File: src/sv/ipv4_longest_prefix_route_table_unit_defines.svh
// assertion macros for the ipv4 longest prefix route table unit
`ifndef IPV4_LONGEST_PREFIX_ROUTE_TABLE_UNIT_DEFINES_SVH
`define IPV4_LONGEST_PREFIX_ROUTE_TABLE_UNIT_DEFINES_SVH
`ifndef ASSERT_OFF
`define ASSERT_IMPLIES(label, clk, rst, ante, cons) \
   label: assert property (@(posedge clk) disable iff (rst) (ante) |-> (cons)) \
      else $error("assertion failed");
`define ASSERT_NEXT(label, clk, rst, ante, cons) \
   label: assert property (@(posedge clk) disable iff (rst) (ante) |=> (cons)) \
      else $error("assertion failed");
`else
`define ASSERT_IMPLIES(label, clk, rst, ante, cons)
`define ASSERT_NEXT(label, clk, rst, ante, cons)
`endif
`endif

File: src/sv/ipv4lpm_pkg.sv
// types, codes and helpers shared by the route table modules
`timescale 1ns / 1ps
`default_nettype none
package ipv4lpm_pkg;

   typedef enum logic [1:0] {
      OP_UPSERT = 2'd0,
      OP_REMOVE = 2'd1,
      OP_LOOKUP = 2'd2
   } op_type;

   typedef enum logic [1:0] {
      ST_OK      = 2'd0,
      ST_BAD_LEN = 2'd1,
      ST_FULL    = 2'd2,
      ST_MISS    = 2'd3
   } status_type;

   typedef enum logic [1:0] {
      FSM_IDLE = 2'd0,
      FSM_SCAN = 2'd1,
      FSM_HOLD = 2'd2
   } state_type;

   localparam logic [5:0] MAX_LEN = 6'd32;

   typedef struct packed {
      op_type      op;
      logic [31:0] prefix;
      logic [5:0]  prefix_len;
      logic [31:0] metric;
      logic [31:0] next_hop;
      logic [31:0] lookup_addr;
   } req_type;

   typedef struct packed {
      status_type  status;
      logic [31:0] best_prefix;
      logic [5:0]  best_len;
      logic [31:0] best_metric;
      logic [31:0] best_hop;
      logic [6:0]  entry_count;
   } rsp_type;

   typedef struct packed {
      logic [31:0] prefix;
      logic [5:0]  len;
      logic [31:0] metric;
      logic [31:0] hop;
   } entry_type;

   typedef struct packed {
      logic        valid;
      op_type      op;
      entry_type   key;
      logic [31:0] addr;
      logic        found;
      logic        hit;
      entry_type   best;
      entry_type   last;
   } tok_type;

   typedef struct packed {
      logic      we;
      entry_type ent;
   } wr_type;

   function automatic logic [31:0] len_mask(input logic [5:0] len);
      return ~(32'hFFFF_FFFF >> len);
   endfunction

endpackage
`default_nettype wire

File: src/sv/ipv4lpm_cell.sv
// one route slot of the table with its stage of the search chain
`timescale 1ns / 1ps
`default_nettype none
module ipv4lpm_cell #(
   parameter int IDX   = 0,
   parameter int IDX_W = 6,
   parameter int CNT_W = 7
) (
   input  wire logic                  clock,
   input  wire logic                  reset,
   input  wire ipv4lpm_pkg::tok_type  up_tok,
   input  wire logic [IDX_W-1:0]      up_slot,
   output ipv4lpm_pkg::tok_type       dn_tok,
   output logic [IDX_W-1:0]           dn_slot,
   input  wire logic [CNT_W-1:0]      count,
   input  wire ipv4lpm_pkg::wr_type   wr,
   input  wire logic [IDX_W-1:0]      wr_slot
);

   ipv4lpm_pkg::entry_type entry_ff;
   ipv4lpm_pkg::tok_type   tok_ff;
   ipv4lpm_pkg::tok_type   tok_in;
   logic [IDX_W-1:0]       slot_ff;
   logic [IDX_W-1:0]       slot_in;
   logic                   live;
   logic [31:0]            mask;

   always_comb begin
      tok_in  = up_tok;
      slot_in = up_slot;
      live    = CNT_W'(IDX) < count;
      mask    = ipv4lpm_pkg::len_mask(entry_ff.len);
      if (live && !up_tok.found && entry_ff.prefix == up_tok.key.prefix
          && entry_ff.len == up_tok.key.len) begin
         tok_in.found = 1'b1;
         slot_in      = IDX_W'(IDX);
      end
      if (live && ((up_tok.addr & mask) == (entry_ff.prefix & mask))
          && (!up_tok.hit || entry_ff.len > up_tok.best.len
              || (entry_ff.len == up_tok.best.len
                  && entry_ff.metric < up_tok.best.metric))) begin
         tok_in.hit  = 1'b1;
         tok_in.best = entry_ff;
      end
      if (CNT_W'(IDX + 1) == count) begin
         tok_in.last = entry_ff;
      end
   end

   always_ff @(posedge clock) begin
      if (reset) begin
         tok_ff   <= '0;
         slot_ff  <= '0;
         entry_ff <= '0;
      end else begin
         tok_ff  <= tok_in;
         slot_ff <= slot_in;
         if (wr.we && wr_slot == IDX_W'(IDX)) begin
            entry_ff <= wr.ent;
         end
      end
   end

   assign dn_tok  = tok_ff;
   assign dn_slot = slot_ff;

endmodule
`default_nettype wire

File: config.mk
export PLATFORM = sky130hd
export DESIGN_NAME = ipv4lpm_cell
export DESIGN_NICKNAME = d
export VERILOG_FILES = /design/src/sv/ipv4_longest_prefix_route_table_unit_defines.svh /design/src/sv/ipv4lpm_pkg.sv /design/src/sv/ipv4lpm_cell.sv
export SDC_FILE = /design/constraint.sdc
export NUM_CORES = 1
export LEC_CHECK = 0
export BUFFER_PORTS_ARGS = -buffer_cell sky130_fd_sc_hd__buf_2
export CELL_PAD_IN_SITES_DETAIL_PLACEMENT = 2
export CELL_PAD_IN_SITES_GLOBAL_PLACEMENT = 2
export CORE_AREA = 3 3 321 323
export DETAILED_ROUTE_END_ITERATION = 16
export DIE_AREA = 0 0 324 326
export GPL_ROUTABILITY_DRIVEN = 0
export HOLD_SLACK_MARGIN = 0.1
export PLACE_DENSITY_LB_ADDON = 0.1
export SYNTH_ARGS = -nofsm -noshare
export SYNTH_HDL_FRONTEND = slang
export SYNTH_SLANG_ARGS = --single-unit
File: constraint.sdc
create_clock -name clock -period 8.5 [get_ports clock]
set_input_delay 1.7 -clock clock [delete_from_list [all_inputs] [get_ports clock]]
set_output_delay 1.7 -clock clock [all_outputs]
set_load 0.01 [all_outputs]
==> flow_summary.ini, run 1 <==
[run_status]
status = finished clean

[route]
drtIter0Drc = 541
routed_via_density = 4.01
postRouteAntennaNets = 0
num_vias = 16300
dr.pass1.iters = 4
drc_errors = 0
totalWireLength_um = 93600
wl_per_cell_um = 23.0

[final_layout]
finalNetCount = 3190
fin_area_sq_um = 24900
mostFrequentLayoutCells = buf_2, dfxtp_1, nand2_1, a21oi_1, nand2b_1
areaGrowthSynthToFinish_pct = 42.7
multi_input_area_sq_um = 7700
utilization_pct = 24.9
layout_commonest_cell = buf_2
seq_area_sq_um = 9030
fill_cells = 11600
layout.cells.non_filler = 4062
drive_gt1_share_pct = 34.2

[synth]
synth-edff-count = 0
syn_nets = 2423
syn_inst = 1919
netlist_area_sq_um = 17500
yosysWarningCount = 0
postSynthAreaPerCell_sq_um = 9.10
synth.distinct_cells = 50
async_reset_ff_share_pct = 0
yosys_register_bits = 451
ys.flop_type = dfxtp_1
ys_seq_area_share_pct = 51.7

[clock_network]
cts_hold_buf = 0
htreeDepth = 2
root_buffer = clkbuf_16
post-cts-setup-buffer-count = 0
cts_sinks = 451
cts.clk_slew.worst_paths_ns = 0.06
cts_tree = built
cts_resized = 0
cts-buffers-inserted = 59
clk_latency_ns = 0.67
cts_buffer_depth = 3

[floorplan]
coreArea_sq_um = 100000
die_height_um = 326
io_pins = 816
initial_core_util_pct = 17.4
die-width_um = 324
die_area_sq_um = 106000
fp-row-count = 116

[timing]
max_freq_ghz = 0.205
slew_violations = 0
min_period_ns = 4.88
fin_setup_tns_ns = 0
final.setup.worst_slack_ns = 3.62
min_period_over_period_pct = 57.4
setup_viol = 0
max-slew-margin-rel_pct = 31.5
fin_worst_skew_ns = 0.0361
whs_ns = 0.475
hold_violations = 0
worst_slew_pin_slew_ns = 1.00
grt_setup_unrepaired = false

[power_and_ir_drop]
ir_drop_v = 0.000130
p_total_mw = 5.51
p_sw_share_pct = 25.0
p_sw_mw = 1.38
p_seq_share_pct = 40.5
p_leak_nw = 11.6
power.internal_mw = 4.13
power_density_nw_per_um2 = 221
clockPowerShare_pct = 49.8
p_comb_share_pct = 9.6

[critical_path]
crit_fanout = 102
critPathCaptureType = flip-flop
cp.arrival_ns = 5.43
critPathKind = in -> reg
rr_worst_depth = 8
worst_setup_path_start_kind = primary input
critical_path_required_ns = 9.05

[grt]
grt_pass1_vias = 18100
antenna_found_initial = 62
grt_overflow = 0
grt_start_max_net_pins = 183
grt_pass1_wl_um = 132000
grt_usage_pct = 17.2

[placement]
pre_cts_ws_ns = 2.90
hpwl_um = 71900
placedInstanceArea_sq_um = 22700
dp_cells = 3923
port_buffers = 815

[worst_hold_path]
hold_class = reg -> reg
hold_depth = 2

[job]
maxCapViolations = 0
==> flip-flops by register name (all words and copies together) (netlist names) <==
name	count
dn_slot	6
dn_tok	343
entry_ff	102
==> power groups by stage <==
stage                     combinational [mW]  clock (mW)  sequential (mW)
after floorplan                        0.199           0             2.32
after global placement                 0.542           0             2.28
after detailed placement               0.550           0             2.28
after CTS                              0.552        2.86             2.23
after global routing                   0.587        2.94             2.24
final                                  0.530        2.74             2.23
==> critical path, stage by stage <==
cell       delay [ns]
buf_2            0.10
inv_1            0.05
ha_1             0.29
a2111oi_0        0.48
a2111oi_0        0.25
o311ai_0         0.79
nand3_1          0.26
a311oi_4         0.35
buf_12           0.65
mux2i_1          0.29
==> cell usage after synthesis (all sizes together), types with 6 or more instances <==
library cell,count,area (sq um)
xnor2,14,123
o22ai,6,37.5
inv,39,146
xor2,56,490
and2,7,43.8
nor2b,140,876
nand2,414,1550
nor4,10,62.6
buf,13,200
dfxtp,451,9030
mux2i,102,1020
nand3,10,50.1
a21o,9,67.6
nor2,10,37.5
nand4,6,37.5
nor3,9,45.0
ha,37,463
o21ai,13,65.1
clkbuf,111,417
nand2b,205,1280
a21oi,221,1110
==> worst paths after layout <==
check | slack (ns) | end | start
max | 3.62 | dn_tok[109] | up_tok[135]
min | 0.47 | entry_ff[9] | entry_ff[9]
max reg2reg | 4.45 | dn_tok[109] | entry_ff[33]
min reg2reg | 0.47 | entry_ff[9] | entry_ff[9]
==> layer usage <==
layer | routed length, um | global-route usage, % | up-vias
met4 | 2320 | 4.76 | 38
met5 | 263 | 0 | -
met2 | 48100 | 31.5 | 555
met1 | 34700 | 18.1 | 7780
met3 | 8220 | 6.54 | 152
li1 | - | - | 7757
==> area by class of cell <==
type / instances / area share, %
multi-input cells: 1305 / 30.9
inverters: 39 / 0.587
well taps: 1298 / 6.51
repair buffers: 830 / 17.0
flip-flops and latches: 451 / 36.2
clock inverters: 22 / 1.50
diodes: 29 / 0.291
clock buffers: 88 / 7.00
==> logic make-up after synthesis <==
logic type,count (synthesis),synth area share (%)
fa+ha+maj,39,2.77
compound gates,268,8.30
xor+xnor,70,3.51
simple gates,826,23.5
buf+inv,163,4.37
mux,102,5.85
flops,451,51.7
Power figures use the tool's default switching activity.
==> run 2: changes to the inputs <==
--- a/config.mk
+++ b/config.mk
@@ -8,9 +8,9 @@
 export BUFFER_PORTS_ARGS = -buffer_cell sky130_fd_sc_hd__buf_2
 export CELL_PAD_IN_SITES_DETAIL_PLACEMENT = 2
 export CELL_PAD_IN_SITES_GLOBAL_PLACEMENT = 2
-export CORE_AREA = 3 3 321 323
+export CORE_AREA = 3 3 315 317
 export DETAILED_ROUTE_END_ITERATION = 16
-export DIE_AREA = 0 0 324 326
+export DIE_AREA = 0 0 318 320
 export GPL_ROUTABILITY_DRIVEN = 0
 export HOLD_SLACK_MARGIN = 0.1
 export PLACE_DENSITY_LB_ADDON = 0.1
==> constraint.sdc (replaced) <==
create_clock -name clock -period 4.3 [get_ports clock]
set_input_delay 0.86 -clock clock [delete_from_list [all_inputs] [get_ports clock]]
set_output_delay 0.86 -clock clock [all_outputs]
set_load 0.01 [all_outputs]
==> flow_summary.ini, run 2 (synthesis gave the netlist of run 1 again) <==
[power_and_ir_drop]
power_density_nw_per_um2 = 416
p_comb_share_pct = 10.3
power.internal_mw = 7.72
p_sw_share_pct = 25.8
clockPowerShare_pct = 47.2
ir_drop_v = 0.000317
p_leak_nw = 11.7
p_sw_mw = 2.69
p_seq_share_pct = 42.4

[timing]
fin_setup_tns_ns = 0
max-slew-margin-rel_pct = 32.2
grt_setup_unrepaired = false
slew_violations = 0
worst_slew_pin_slew_ns = 0.991
setup_viol = 0
max_freq_ghz = 0.271
min_period_over_period_pct = 85.8
final.setup.worst_slack_ns = 0.611
fin_worst_skew_ns = 0.0232
min_period_ns = 3.69
hold_violations = 0

[route]
drc_errors = 0
routed_via_density = 4.06
drtIter0Drc = 552
dr.pass1.iters = 5
wl_per_cell_um = 23.2
totalWireLength_um = 94300
num_vias = 16500
postRouteAntennaNets = 0

[final_layout]
fill_cells = 11100
areaGrowthSynthToFinish_pct = 43.3
largest_reg_flops = 343
layout_commonest_cell = buf_2
mostFrequentLayoutCells = buf_2, dfxtp_1, nand2_1, a21oi_1, nand2b_1
fin_area_sq_um = 25000
utilization_pct = 25.9
finalNetCount = 3217
drive_gt1_share_pct = 34.8

[critical_path]
critPathCaptureType = flip-flop
crit_buf_inv = 3
cp.arrival_ns = 4.25
critPathMaxStageDelay_ns = 0.66
critPathKind = reg -> reg
worst_setup_path_start_kind = flip-flop
cp_top_family = compound AO/OA/AOI/OAI gates
cp_cell_sequence = ha_1 -> a21oi_1 -> o21ai_0 -> a221o_1 -> o311ai_0 -> buf_4 -> nand3_1 -> a311oi_4 -> buf_12 -> buf_4 -> mux2i_1
crit_fanout = 13
crit_path_top_delay_cell = o311ai_0
critical_path_required_ns = 4.86
cpMostUsedCell = buf_4

[placement]
placedInstanceArea_sq_um = 23100
port_buffers = 815
pre_cts_ws_ns = -0.0750
hpwl_um = 74800

[grt]
antenna_found_initial = 54
grt_pass1_wl_um = 134000
grt_usage_pct = 18.0
grt_pass1_vias = 18500
grt_start_max_net_pins = 101
grt_overflow = 0

[floorplan]
die_area_sq_um = 102000
die-width_um = 318
die_height_um = 320
initial_core_util_pct = 18.1
io_pins = 816
fp-row-count = 114
coreArea_sq_um = 96600

[run_status]
status = finished clean

[clock_network]
cts_hold_buf = 0
cts_tree = built
cts.clk_slew.worst_paths_ns = 0.06
clk_latency_ns = 0.65
cts_sinks = 451
cts_resized = 0
cts_buffer_depth = 3
htreeDepth = 2
post-cts-setup-buffer-count = 0
cts-buffers-inserted = 57
root_buffer = clkbuf_16

[worst_hold_path]
hold_class = in -> reg

[job]
maxCapViolations = 0
[run 2: cell count changes in the layout (fill, tap and decap cells not counted), sizes merged]
cell    previous run  this run
buf              830       859
clkbuf            88        84
clkinv             8        12
diode             29        31
inv               42        43
bufinv             9         3
[run 2: worst paths after layout]
path	startpoint	endpoint	slack (ns)	cells after the start
worst max register to register	entry_ff[43]	dn_tok[172]	0.61	11
worst max-delay path	entry_ff[43]	dn_tok[172]	0.61	11
worst min register to register	entry_ff[9]	entry_ff[9]	0.48	2
worst min-delay path	up_slot[2]	dn_slot[2]	0.42	2
[run 2: area by class of cell]
class | count | area, sq um | share of cell area, %
sequential | 451 | 9030 | 36.1
multi-input combinational | 1305 | 7700 | 30.8
timing repair buffer | 859 | 4580 | 18.3
clock buffer | 84 | 1680 | 6.70
tap | 1276 | 1600 | 6.38
clock inverter | 21 | 215 | 0.860
inverter | 39 | 146 | 0.585
antenna | 31 | 77.6 | 0.310
[run 2: layer usage]
layer / wire length (um) / track usage, %
met5: 234 / 0
met4: 2370 / 4.68
met1: 35700 / 19.3
met2: 48600 / 33.1
met3: 7460 / 6.62
[run 2: stage by stage]
stage          hold WS, ns  std cells  power [mW]
3_5_place_dp         0.474       3930        5.62
3_3_place_gp         0.462       3930        5.60
2_1_floorplan        0.446       1919        4.99
4_1_cts              0.358       4035        10.7
6_report             0.417       4066        10.4
5_1_grt              0.372       4046        10.9
[run 2: power groups by stage]
stage | Combinational, mW | Clock (mW) | Sequential (mW)
after detailed placement | 1.11 | 0 | 4.51
final | 1.07 | 4.92 | 4.42
after CTS | 1.11 | 5.13 | 4.42
after global placement | 1.09 | 0 | 4.51
after global routing | 1.18 | 5.30 | 4.43
after floorplan | 0.393 | 0 | 4.59
==> run 3: changes to the inputs <==
--- a/config.mk
+++ b/config.mk
@@ -5,12 +5,14 @@
 export SDC_FILE = /design/constraint.sdc
 export NUM_CORES = 1
 export LEC_CHECK = 0
+export ABC_AREA = 1
 export BUFFER_PORTS_ARGS = -buffer_cell sky130_fd_sc_hd__buf_2
+export CAP_MARGIN = 20
 export CELL_PAD_IN_SITES_DETAIL_PLACEMENT = 2
 export CELL_PAD_IN_SITES_GLOBAL_PLACEMENT = 2
-export CORE_AREA = 3 3 315 317
+export CORE_AREA = 3 3 317 319
 export DETAILED_ROUTE_END_ITERATION = 16
-export DIE_AREA = 0 0 318 320
+export DIE_AREA = 0 0 320 322
 export GPL_ROUTABILITY_DRIVEN = 0
 export HOLD_SLACK_MARGIN = 0.1
 export PLACE_DENSITY_LB_ADDON = 0.1
==> constraint.sdc (replaced) <==
create_clock -name clock -period 3.75 [get_ports clock]
set_input_delay 0.75 -clock clock [delete_from_list [all_inputs] [get_ports clock]]
set_output_delay 0.75 -clock clock [all_outputs]
set_load 0.01 [all_outputs]
==> flow_summary.ini, run 3 <==
[run_status]
status = finished clean

[clock_network]
post-cts-setup-buffer-count = 0
clk_latency_ns = 0.66
cts.clk_slew.worst_paths_ns = 0.06
cts_resized = 0
cts_sinks = 451
cts_buffer_depth = 3
cts_hold_buf = 0
root_buffer = clkbuf_16
cts-buffers-inserted = 60
htreeDepth = 2
cts_tree = built

[synth]
yosys_register_bits = 451
synth_commonest_cells = dfxtp_1, a21oi_1, inv_1, nor2_1, nand2_1
postSynthAreaPerCell_sq_um = 7.81
yosysMostFrequentCell = dfxtp_1
yosysWarningCount = 0
ys.flop_type = dfxtp_1
synth.largest_area_cell = dfxtp_1
synth-edff-count = 0
yosysTopAreaCellShare_pct = 52.7
syn_inst = 2193
synthTopCellsByArea = dfxtp_1, a21oi_1, inv_1, o21ai_0, nor2_1
async_reset_ff_share_pct = 0
ys_seq_area_share_pct = 52.7
syn_nets = 2697
netlist_area_sq_um = 17100
synth.distinct_cells = 30

[timing]
grt_setup_unrepaired = false
min_period_ns = 2.97
slew_violations = 0
max_freq_ghz = 0.337
setup_viol = 0
min_period_over_period_pct = 79.2
fin_setup_tns_ns = 0
worst_slew_pin_slew_ns = 1.10
fin_worst_skew_ns = 0.0265
max-slew-margin-rel_pct = 26.7
hold_violations = 0

[worst_hold_path]
hold_class = in -> reg

[critical_path]
crit_fanout = 27
r2r-start = entry_ff[68]
rr_worst_depth = 11
critPathKind = reg -> reg
cp.arrival_ns = 3.51
critPathMaxStageDelay_ns = 0.70
critPathCaptureType = flip-flop
reg2reg_to = dn_tok[176]
cp_cell_sequence = ha_1 -> nand2_1 -> nor2_1 -> o21ai_0 -> o211ai_1 -> a21boi_0 -> nand2_4 -> buf_4 -> nand3_1 -> nand2_1 -> nor2_1
critical_path_required_ns = 4.29
worst_setup_path_start_kind = flip-flop
rrSetupSlack_ns = 0.78
crit_path_top_delay_cell = dfxtp_1
cp-endpoint = dn_tok[176]
worstSetupStartpoint = entry_ff[68]

[grt]
grt-busiest-layer = met2
gr-usage-met2_pct = 33.9
grt_pass1_vias = 19600
grt_pass1_wl_um = 139000
gr-usage-met1_pct = 20.1
grt_usage_pct = 18.3
grt_start_max_net_pins = 205
antenna_found_initial = 48
grt_use_met3_pct = 6.64
grt_overflow = 0

[floorplan]
die_height_um = 322
die-width_um = 320
coreArea_sq_um = 98100
io_pins = 816
fp-row-count = 115
die_area_sq_um = 103000
initial_core_util_pct = 17.5

[route]
drc_errors = 0
postRouteAntennaNets = 0
wl_per_cell_um = 22.7
num_vias = 17900
dr.pass1.iters = 4
drtIter0Drc = 664
totalWireLength_um = 97700
routed_via_density = 4.15

[job]
maxCapViolations = 0

[final_layout]
fill_cells = 11700
utilization_pct = 25.1
largest_reg_flops = 343
areaGrowthSynthToFinish_pct = 43.8
finalNetCount = 3455
seq_area_sq_um = 9030
mostFrequentLayoutCells = buf_2, dfxtp_1, a21oi_1, inv_1, nor2_1
layout_commonest_cell = buf_2
multi_input_area_sq_um = 6380
drive_gt1_share_pct = 31.5

[placement]
port_buffers = 815
hpwl_um = 76900

[power_and_ir_drop]
power_density_nw_per_um2 = 516
p_total_mw = 12.7
ir_drop_v = 0.000342
p_leak_nw = 12.6
[run 3: cell types whose count changed in the layout (fill, tap and decap cells not counted), moves of 140 or more]
cell	previous run	this run
nand2b_1	205	0
inv_1	39	296
nor2_1	10	281
o21ai_0	11	214
nor2b_1	140	0
nand2_1	413	233
[run 3: cells by family after synthesis]
family                   after synthesis  share of synthesized area [%]
AND/OR/NAND/NOR                      664                           15.9
AO/OA/AOI/OAI                        563                           16.6
flip-flops                           451                           52.7
buffers and inverters                443                           10.2
adder cells (fa/ha/maj)               37                           2.70
XOR/XNOR                              35                           1.79
[run 3: power by group]
group	leakage (nW)	internal, mW	switching (mW)
logic	7.81	0.601	1.00
clock network	1.02	3.59	2.38
registers	3.73	5.06	0.0784
[run 3: metal layers]
layer	share of wire (%)	routed length (um)
met3	8.2	8030
met4	1.7	1650
met2	51	50100
met1	39	37700
met5	0.23	227
[run 3: area by class of cell]
cell class / count / share of cell area, %
antenna: 20 / 0.203
tap: 1287 / 6.54
timing repair buffer: 836 / 17.7
clock buffer: 91 / 7.34
clock inverter: 20 / 0.981
inverter: 303 / 4.65
sequential: 451 / 36.7
multi-input combinational: 1299 / 25.9
[run 3: critical path: cells and delay by family (launching register included)]
family | cells | cell delay (ns)
AO/OA/AOI/OAI | 3 | 0.63
AND/OR/NAND/NOR | 6 | 0.83
flip-flops | 1 | 0.70
adder cells (fa/ha/maj) | 1 | 0.34
buffers and inverters | 1 | 0.33
[run 3: how the worst min path moves through the flow]
stage / start / to / slack, ns / cells after the start
5_1_grt: up_tok[266] / dn_tok[266] / 0.25 / 3
4_1_cts: up_tok[251] / dn_tok[251] / 0.22 / 3
3_3_place_gp: entry_ff[16] / entry_ff[16] / 0.47 / 2
2_1_floorplan: entry_ff[0] / dn_tok[0] / 0.45 / 2
6_report: up_tok[292] / dn_tok[292] / 0.30 / 3
3_5_place_dp: entry_ff[10] / dn_tok[10] / 0.48 / 2
[run 3: through the flow]
| step | std cells | area [sq um] | setup WS, ns | hold WS (ns) |
|---|---|---|---|---|
| floorplan | 2193 | 17100 | 1.19 | 0.450 |
| detailed placement | 4176 | 22500 | 0.504 | 0.478 |
| finish | 4307 | 24600 | 0.781 | 0.295 |
| global placement | 4176 | 22500 | 0.538 | 0.470 |
| global route | 4292 | 24600 | 0.563 | 0.247 |
| CTS | 4287 | 24600 | 0.713 | 0.221 |
